--- src/rtl/upd_pkg.sv ---
// ----------------------------------------------------------------------------
// upd_pkg
// Types, codes and helpers shared by the URL path decoder/sanitizer.
// ----------------------------------------------------------------------------
package upd_pkg;

  localparam logic [7:0] CTRL_LIMIT  = 8'h20;
  localparam logic [7:0] DEL_CODE    = 8'h7F;
  localparam logic [7:0] PCT_CODE    = 8'h25;
  localparam logic [7:0] BSLASH_CODE = 8'h5C;
  localparam logic [7:0] COLON_CODE  = 8'h3A;
  localparam logic [7:0] SLASH_CODE  = 8'h2F;
  localparam logic [7:0] DOT_CODE    = 8'h2E;
  localparam logic [3:0] ALPHA_OFFSET = 4'd10;

  // escape phase codes
  localparam logic [1:0] PH_PLAIN = 2'd0;
  localparam logic [1:0] PH_HEX1  = 2'd1;
  localparam logic [1:0] PH_HEX2  = 2'd2;

  // segment kind codes
  localparam logic [1:0] SEG_EMPTY    = 2'd0;
  localparam logic [1:0] SEG_ONE_DOT  = 2'd1;
  localparam logic [1:0] SEG_TWO_DOTS = 2'd2;
  localparam logic [1:0] SEG_OTHER    = 2'd3;

  typedef struct packed {
    logic [1:0] escape_phase;
    logic [3:0] high_nibble;
    logic [1:0] segment_kind;
    logic       forbidden_flag;
  } state_t;

  typedef struct packed {
    logic [7:0] out_byte;
    logic       out_valid;
    logic       is_final;
    logic       verdict;
  } result_t;

  typedef struct packed {
    logic       ok;
    logic [3:0] value;
  } nibble_t;

  function automatic nibble_t hex_nibble(input logic [7:0] c);
    nibble_t n;
    n.ok    = 1'b1;
    n.value = c[3:0];
    if (c >= 8'h30 && c <= 8'h39) begin
      n.value = c[3:0];
    end else if ((c >= 8'h61 && c <= 8'h66) || (c >= 8'h41 && c <= 8'h46)) begin
      n.value = c[3:0] - 4'd1 + ALPHA_OFFSET;
    end else begin
      n.ok = 1'b0;
    end
    return n;
  endfunction

  function automatic logic bad_byte(input logic [7:0] c);
    return c == BSLASH_CODE || c == COLON_CODE || c < CTRL_LIMIT || c == DEL_CODE;
  endfunction

endpackage

--- src/rtl/upd_if.sv ---
// ----------------------------------------------------------------------------
// upd_path_if / upd_result_if
// Valid/ready channels for raw path bytes and decoded results.
// ----------------------------------------------------------------------------
interface upd_path_if;
  logic       valid;
  logic       ready;
  logic [7:0] path_byte;
  logic       is_last;

  modport source (output valid, path_byte, is_last, input ready);
  modport sink   (input valid, path_byte, is_last, output ready);
endinterface

interface upd_result_if;
  logic       valid;
  logic       ready;
  logic [7:0] out_byte;
  logic       out_valid;
  logic       is_final;
  logic       verdict;

  modport source (output valid, out_byte, out_valid, is_final, verdict, input ready);
  modport sink   (input valid, out_byte, out_valid, is_final, verdict, output ready);
endinterface

--- src/rtl/upd_step.sv ---
// ----------------------------------------------------------------------------
// upd_step
// Per-byte decode, check and segment tracking; next state and result.
// ----------------------------------------------------------------------------
module upd_step (
  input  upd_pkg::state_t  state,
  input  logic [7:0]       path_byte,
  input  logic             is_last,
  output upd_pkg::state_t  state_next,
  output upd_pkg::result_t result
);

  upd_pkg::nibble_t nib;
  upd_pkg::state_t  st;
  logic [7:0]       dec_byte;
  logic             dec_valid;
  logic             dot_seg;

  assign nib = upd_pkg::hex_nibble(path_byte);

  always_comb begin
    st        = state;
    dec_byte  = 8'd0;
    dec_valid = 1'b0;

    unique case (state.escape_phase)
      upd_pkg::PH_PLAIN: begin
        if (path_byte == upd_pkg::PCT_CODE) begin
          st.escape_phase = upd_pkg::PH_HEX1;
        end else begin
          dec_byte  = path_byte;
          dec_valid = 1'b1;
        end
      end
      upd_pkg::PH_HEX1: begin
        if (!nib.ok) begin
          st.forbidden_flag = 1'b1;
          st.escape_phase   = upd_pkg::PH_PLAIN;
        end else begin
          st.high_nibble  = nib.value;
          st.escape_phase = upd_pkg::PH_HEX2;
        end
      end
      default: begin
        st.escape_phase = upd_pkg::PH_PLAIN;
        if (!nib.ok) begin
          st.forbidden_flag = 1'b1;
        end else begin
          dec_byte  = {state.high_nibble, nib.value};
          dec_valid = 1'b1;
        end
      end
    endcase

    if (dec_valid) begin
      if (upd_pkg::bad_byte(dec_byte)) st.forbidden_flag = 1'b1;
      if (dec_byte == upd_pkg::SLASH_CODE) begin
        if (state.segment_kind == upd_pkg::SEG_ONE_DOT ||
            state.segment_kind == upd_pkg::SEG_TWO_DOTS) st.forbidden_flag = 1'b1;
        st.segment_kind = upd_pkg::SEG_EMPTY;
      end else if (dec_byte == upd_pkg::DOT_CODE) begin
        if (state.segment_kind == upd_pkg::SEG_EMPTY) begin
          st.segment_kind = upd_pkg::SEG_ONE_DOT;
        end else if (state.segment_kind == upd_pkg::SEG_ONE_DOT) begin
          st.segment_kind = upd_pkg::SEG_TWO_DOTS;
        end else begin
          st.segment_kind = upd_pkg::SEG_OTHER;
        end
      end else begin
        st.segment_kind = upd_pkg::SEG_OTHER;
      end
    end

    dot_seg = st.segment_kind == upd_pkg::SEG_ONE_DOT ||
              st.segment_kind == upd_pkg::SEG_TWO_DOTS;
    // end of path: open escape or trailing dot segment rejects
    if (is_last && (st.escape_phase != upd_pkg::PH_PLAIN || dot_seg)) begin
      st.forbidden_flag = 1'b1;
    end

    result.out_byte  = dec_byte;
    result.out_valid = dec_valid;
    result.is_final  = is_last;
    result.verdict   = st.forbidden_flag;

    // a new path starts after the last byte
    if (is_last) begin
      state_next = '0;
    end else begin
      state_next = st;
    end
  end

endmodule

--- src/rtl/url_path_percent_decode_sanitizer.sv ---
// ----------------------------------------------------------------------------
// url_path_percent_decode_sanitizer
// Streaming %HH decoder for request paths with a sticky forbidden verdict.
// ----------------------------------------------------------------------------
// Usage:
//   path   : raw path bytes, one item per byte, is_last on the final byte.
//   result : one item per path item: decoded byte (out_valid marks a real
//            byte), is_final copied from is_last, and the verdict so far.
//            The verdict on the is_final item is the one that counts; a
//            consumer drops the decoded bytes of a forbidden path.
//   Path items pass through an input register, then a result register.
//   Throughput: one item per cycle while result.ready stays high; the
//   per-byte state update in upd_step is combinational.
//   Reset: empties both registers and returns the decoder to the start of
//   a new path. After an is_last item the decoder also starts a new path.
//   When result.ready is low the result register holds, the input register
//   holds behind it, and path.ready drops once both are full.
// ----------------------------------------------------------------------------
module url_path_percent_decode_sanitizer (
  input  logic clk,
  input  logic rst,
  upd_path_if.sink     path,
  upd_result_if.source result
);

  logic                 in_full;
  logic [7:0]           in_byte;
  logic                 in_last;
  logic                 res_full;
  upd_pkg::result_t     res;
  upd_pkg::state_t      state;
  upd_pkg::state_t      state_next;
  upd_pkg::result_t     step_res;
  logic                 res_load;
  logic                 in_load;

  assign res_load   = in_full && (!res_full || result.ready);
  assign path.ready = !in_full || res_load;
  assign in_load    = path.valid && path.ready;

  upd_step u_step (
    .state      (state),
    .path_byte  (in_byte),
    .is_last    (in_last),
    .state_next (state_next),
    .result     (step_res)
  );

  always_ff @(posedge clk) begin
    if (rst) begin
      in_full  <= 1'b0;
      res_full <= 1'b0;
      state    <= '0;
    end else begin
      if (in_load) begin
        in_full <= 1'b1;
      end else if (res_load) begin
        in_full <= 1'b0;
      end
      if (res_load) begin
        res_full <= 1'b1;
        state    <= state_next;
      end else if (result.ready) begin
        res_full <= 1'b0;
      end
    end
  end

  always_ff @(posedge clk) begin
    if (in_load) begin
      in_byte <= path.path_byte;
      in_last <= path.is_last;
    end
    if (res_load) begin
      res <= step_res;
    end
  end

  assign result.valid     = res_full;
  assign result.out_byte  = res.out_byte;
  assign result.out_valid = res.out_valid;
  assign result.is_final  = res.is_final;
  assign result.verdict   = res.verdict;

endmodule
--- src/flat_wrapper.sv ---
// flat-port wrapper written by rule: the top's interface ports become plain ports
module url_path_percent_decode_sanitizer_flat 
  (clk, rst, path_valid, path_path_byte, path_is_last, path_ready, result_valid, result_out_byte, result_out_valid, result_is_final, result_verdict, result_ready);
  upd_path_if path_i ();
  upd_result_if result_i ();
  input  logic clk;
  input  logic rst;
  input wire logic [$bits(path_i.valid)-1:0] path_valid;
  input wire logic [$bits(path_i.path_byte)-1:0] path_path_byte;
  input wire logic [$bits(path_i.is_last)-1:0] path_is_last;
  output wire logic [$bits(path_i.ready)-1:0] path_ready;
  output wire logic [$bits(result_i.valid)-1:0] result_valid;
  output wire logic [$bits(result_i.out_byte)-1:0] result_out_byte;
  output wire logic [$bits(result_i.out_valid)-1:0] result_out_valid;
  output wire logic [$bits(result_i.is_final)-1:0] result_is_final;
  output wire logic [$bits(result_i.verdict)-1:0] result_verdict;
  input wire logic [$bits(result_i.ready)-1:0] result_ready;
  assign path_i.valid = path_valid;
  assign path_i.path_byte = path_path_byte;
  assign path_i.is_last = path_is_last;
  assign path_ready = path_i.ready;
  assign result_valid = result_i.valid;
  assign result_out_byte = result_i.out_byte;
  assign result_out_valid = result_i.out_valid;
  assign result_is_final = result_i.is_final;
  assign result_verdict = result_i.verdict;
  assign result_i.ready = result_ready;
  url_path_percent_decode_sanitizer u_core (.clk(clk), .rst(rst), .path(path_i), .result(result_i));
endmodule
--- config.mk ---
export PLATFORM = sky130hd
export DESIGN_NAME = url_path_percent_decode_sanitizer_flat
export DESIGN_NICKNAME = d
export VERILOG_FILES = /design/src/rtl/upd_pkg.sv /design/src/rtl/upd_if.sv /design/src/rtl/upd_step.sv /design/src/rtl/url_path_percent_decode_sanitizer.sv /design/src/flat_wrapper.sv
export SDC_FILE = /design/constraint.sdc
export NUM_CORES = 1
export LEC_CHECK = 0
export BUFFER_PORTS_ARGS = -buffer_cell sky130_fd_sc_hd__buf_4
export CAP_MARGIN = 25
export CORE_MARGIN = 2
export CORE_UTILIZATION = 51
export DETAILED_ROUTE_END_ITERATION = 8
export PLACE_DENSITY = 0.75
export SLEW_MARGIN = 30
export SYNTH_ARGS = -nofsm -noshare
export SYNTH_HDL_FRONTEND = slang
export SYNTH_HIERARCHICAL = 1
export SYNTH_SLANG_ARGS = --single-unit
--- constraint.sdc ---
create_clock -name clk -period 3.05 [get_ports clk]
set_clock_uncertainty 0.15 [all_clocks]
set_input_delay 0.61 -clock clk [delete_from_list [all_inputs] [get_ports clk]]
set_output_delay 0.61 -clock clk [all_outputs]
set_load 0.05 [all_outputs]
==> flow_metrics.tcl <==
set metrics [dict create \
    start_util 0.530 \
    drive_above_1_share 0.255 \
    min_period_ps 2870 \
    path_depth 11 \
    ys_warn_count 6 \
    use_met3 0.0445 \
    totalNegativeSetupSlack_ps 0 \
    antenna_found_initial 0 \
    p_leak_nw 0.831 \
    clk_path_buf_depth 2 \
    vias 1534 \
    arrival_ps 2930 \
    regToRegStartpoint "u_core/in_byte[0]$_DFFE_PP_" \
    core_mm2 0.00363 \
    crit_type "reg2reg" \
    synth_seq_cells 31 \
    slew_headroom 0.460 \
    p_int_mw 0.686 \
    swShare 0.255 \
    place_area_mm2 0.00218 \
    cts_root_buf "clkbuf_8" \
    routed_wl_um 4030 \
    final_nets 237 \
    grt_pass1_vias 1483 \
    cp_max_fo 8 \
    first_iter_violations 131 \
    cts_made_buffers 5 \
    critPathCapture "u_core/state[0]$_SDFFE_PP0P_" \
    cts_resized 0 \
    syn_nets 206 \
    critPathBufInv 1 \
    yosys-top-cells-area "edfxtp_1, dfxtp_1, nand2b_1" \
    die_x_um 65.5 \
    clock-sinks 31 \
    critPathMaxStageDelay_ps 460 \
    rsz0062_at_grt "yes" \
    grt_use_met2 0.351 \
    worst_slew_pin_slew_ps 809 \
    io_pins 26 \
    worstPathRequired_ps 3110 \
    worst_path_max_delay_cell "or3b_1" \
    fin_crit_sh 0.942 \
    crit_path_end_kind "flop" \
    die_h_um 65.5 \
    antenna_left 0 \
    cp-start-kind "flop" \
    crit_chain "inv_1, ha_1, or3b_1, nand4_2, o211ai_4, or3_4, a2111oi_4, o32ai_1, a21oi_2, nand2b_1, mux2i_1" \
    antenna_cells 0 \
    clkPwrFrac 0.325 \
    reg2regPathDepth 11 \
    power_frac_seq 0.525 \
    cp-startpoint "u_core/in_byte[0]$_DFFE_PP_" \
    grt_pass1_wl_um 6890 \
    ctsHoldBuffers 0 \
    hold_viol_final 0 \
    switchingPower_mw 0.234 \
    rr_endpoint "u_core/state[0]$_SDFFE_PP0P_" \
    route.detailed.drc 0 \
    fmax_mhz 348 \
    synthCells 188 \
    dieArea_mm2 0.00429 \
    grt_busiest_layer "met2" \
    viasPerCell 5.72 \
    avgSynthCellArea_um2 10.2 \
    status "finished, final reports clean" \
    grtUsageMet1 0.270 \
    peakVddDrop_mv 0.323 \
    hpwl_um 3110 \
    path_delay_family "simple AND/OR/NAND/NOR gates" \
    synth_largest_area_cell "edfxtp_1" \
    pwr_density_cell_mw_per_mm2 404 \
    track_usage 0.211 \
    gp_congestion 0.974 \
    io_buffers 25 \
    grt_max_degree 21 \
    drv_cap 0 \
    utilization 0.627 \
    synth.top_cell.area_share 0.312 \
    rrSetupSlack_ps 180 \
    setup_viol 0 \
    htreeDepth 2 \
    post_cts_buffers 0 \
    p_comb_frac 0.150 \
    ys_types 54 \
    overflow 0 \
    rows 22 \
    drtPass1Iterations 4 \
    clk_pin_slew_worst_paths_ps 70 \
    areaGrowthSynthToFinish_pct 18.2 \
    ys_seq_area_frac 0.426 \
    final_max_slew_viol_count 0 \
    layout_commonest_cell "buf_4" \
    layout_common_cells "buf_4, nand2b_1, edfxtp_1" \
    wl_per_cell_um 15.0 \
    min-delay-path-class "reg2reg" \
    netlist_area_mm2 0.00193 \
    clk_latency_ps 270 \
    cts_tree "done" \
    final_area_mm2 0.00228 \
]
-- synth_stat cells, drive strengths merged --
| library cell | number |
|---|---|
| nand4b | 3 |
| or3 | 3 |
| o221ai | 2 |
| dfxtp | 11 |
| nand4 | 4 |
| nand3 | 6 |
| and4bb | 2 |
| or3b | 1 |
| nor2 | 16 |
| a2111oi | 1 |
| a31oi | 1 |
| mux2i | 10 |
| a221oi | 1 |
| and2 | 3 |
| o211ai | 7 |
| inv | 9 |
| a311oi | 2 |
| nor3 | 4 |
| or2 | 2 |
| ha | 5 |
| or2b | 1 |
| o21a | 3 |
| and3 | 1 |
| o31ai | 1 |
| a41oi | 2 |
| nor2b | 2 |
| o21ba | 1 |
| nand2 | 7 |
| buf | 4 |
| nor4b | 1 |
| nand2b | 22 |
| o21ai | 5 |
| xnor2 | 1 |
| a22oi | 2 |
| o32ai | 1 |
| clkbuf | 5 |
| edfxtp | 20 |
| a22o | 2 |
| o22ai | 1 |
| nor4 | 1 |
| a21o | 2 |
| a21oi | 10 |
-- layer usage --
layer	share of wire	up-vias
met5	0	-
met4	0.018	0
met3	0.055	8
met2	0.51	51
met1	0.42	716
li1	-	759
-- metrics by stage --
step	hold WS (ps)	total power [mW]	worst slack, ps	cells
final	339	0.920	178	268
after global placement	322	0.625	253	260
after detailed placement	333	0.628	197	260
after floorplan	295	0.584	190	188
after global routing	351	0.965	-14.5	268
after CTS	343	0.931	191	268
-- worst register-to-register path, stage by stage, from the launching register on --
cell       delay (ps)
edfxtp_1          430
inv_1             110
ha_1              180
or3b_1            460
nand4_2           160
o211ai_4          130
or3_4             420
a2111oi_4         290
o32ai_1           160
a21oi_2           140
nand2b_1           60
mux2i_1           120
-- registers in the layout (all words and copies together), names as in the netlist --
name,flops
u_core/in_full,1
u_core/in_last,1
u_core/result.is_final,1
u_core/result.valid,1
u_core/in_byte,8
u_core/result.verdict,1
u_core/result.out_valid,1
u_core/state,9
u_core/result.out_byte,8
-- cell type report --
class	instances	area, um^2
Timing Repair Buffer	33	248
Multi-Input combinational cell	139	1030
Tap cell	48	60.1
Sequential cell	31	821
Clock buffer	8	80.1
Fill cell	324	1360
Inverter	9	33.8
-- power groups by stage --
stage,Combinational [mW],Sequential (mW),Clock (mW)
floorplan,0.0727,0.511,0
global placement,0.134,0.491,0
detailed placement,0.137,0.491,0
CTS,0.137,0.483,0.311
global route,0.151,0.485,0.329
finish,0.138,0.483,0.299
-- worst min-delay path by stage --
stage	to	slack, ps	start	cells after the start
6_report	u_core/state[4]$_SDFFE_PP0P_	340	u_core/state[4]$_SDFFE_PP0P_	2
4_1_cts	u_core/state[4]$_SDFFE_PP0P_	340	u_core/state[4]$_SDFFE_PP0P_	2
3_3_place_gp	u_core/state[0]$_SDFFE_PP0P_	320	u_core/state[0]$_SDFFE_PP0P_	2
2_1_floorplan	u_core/state[8]$_SDFFE_PP0P_	300	u_core/state[8]$_SDFFE_PP0P_	2
5_1_grt	u_core/in_byte[3]$_DFFE_PP_	350	path_path_byte[3]	1
3_5_place_dp	u_core/state[4]$_SDFFE_PP0P_	330	u_core/state[4]$_SDFFE_PP0P_	2
-- kinds of logic (layout without fill, tap and decap cells) --
group,count (synthesis),in the layout,synth area share
fa+ha+maj,5,5,0.0325
buf+inv,18,50,0.0441
mux,10,10,0.0520
xor+xnor,1,1,0.00455
flops,31,31,0.426
simple gates,79,79,0.258
compound gates,44,44,0.183
No activity file was read; power rests on OpenSTA's default activity.
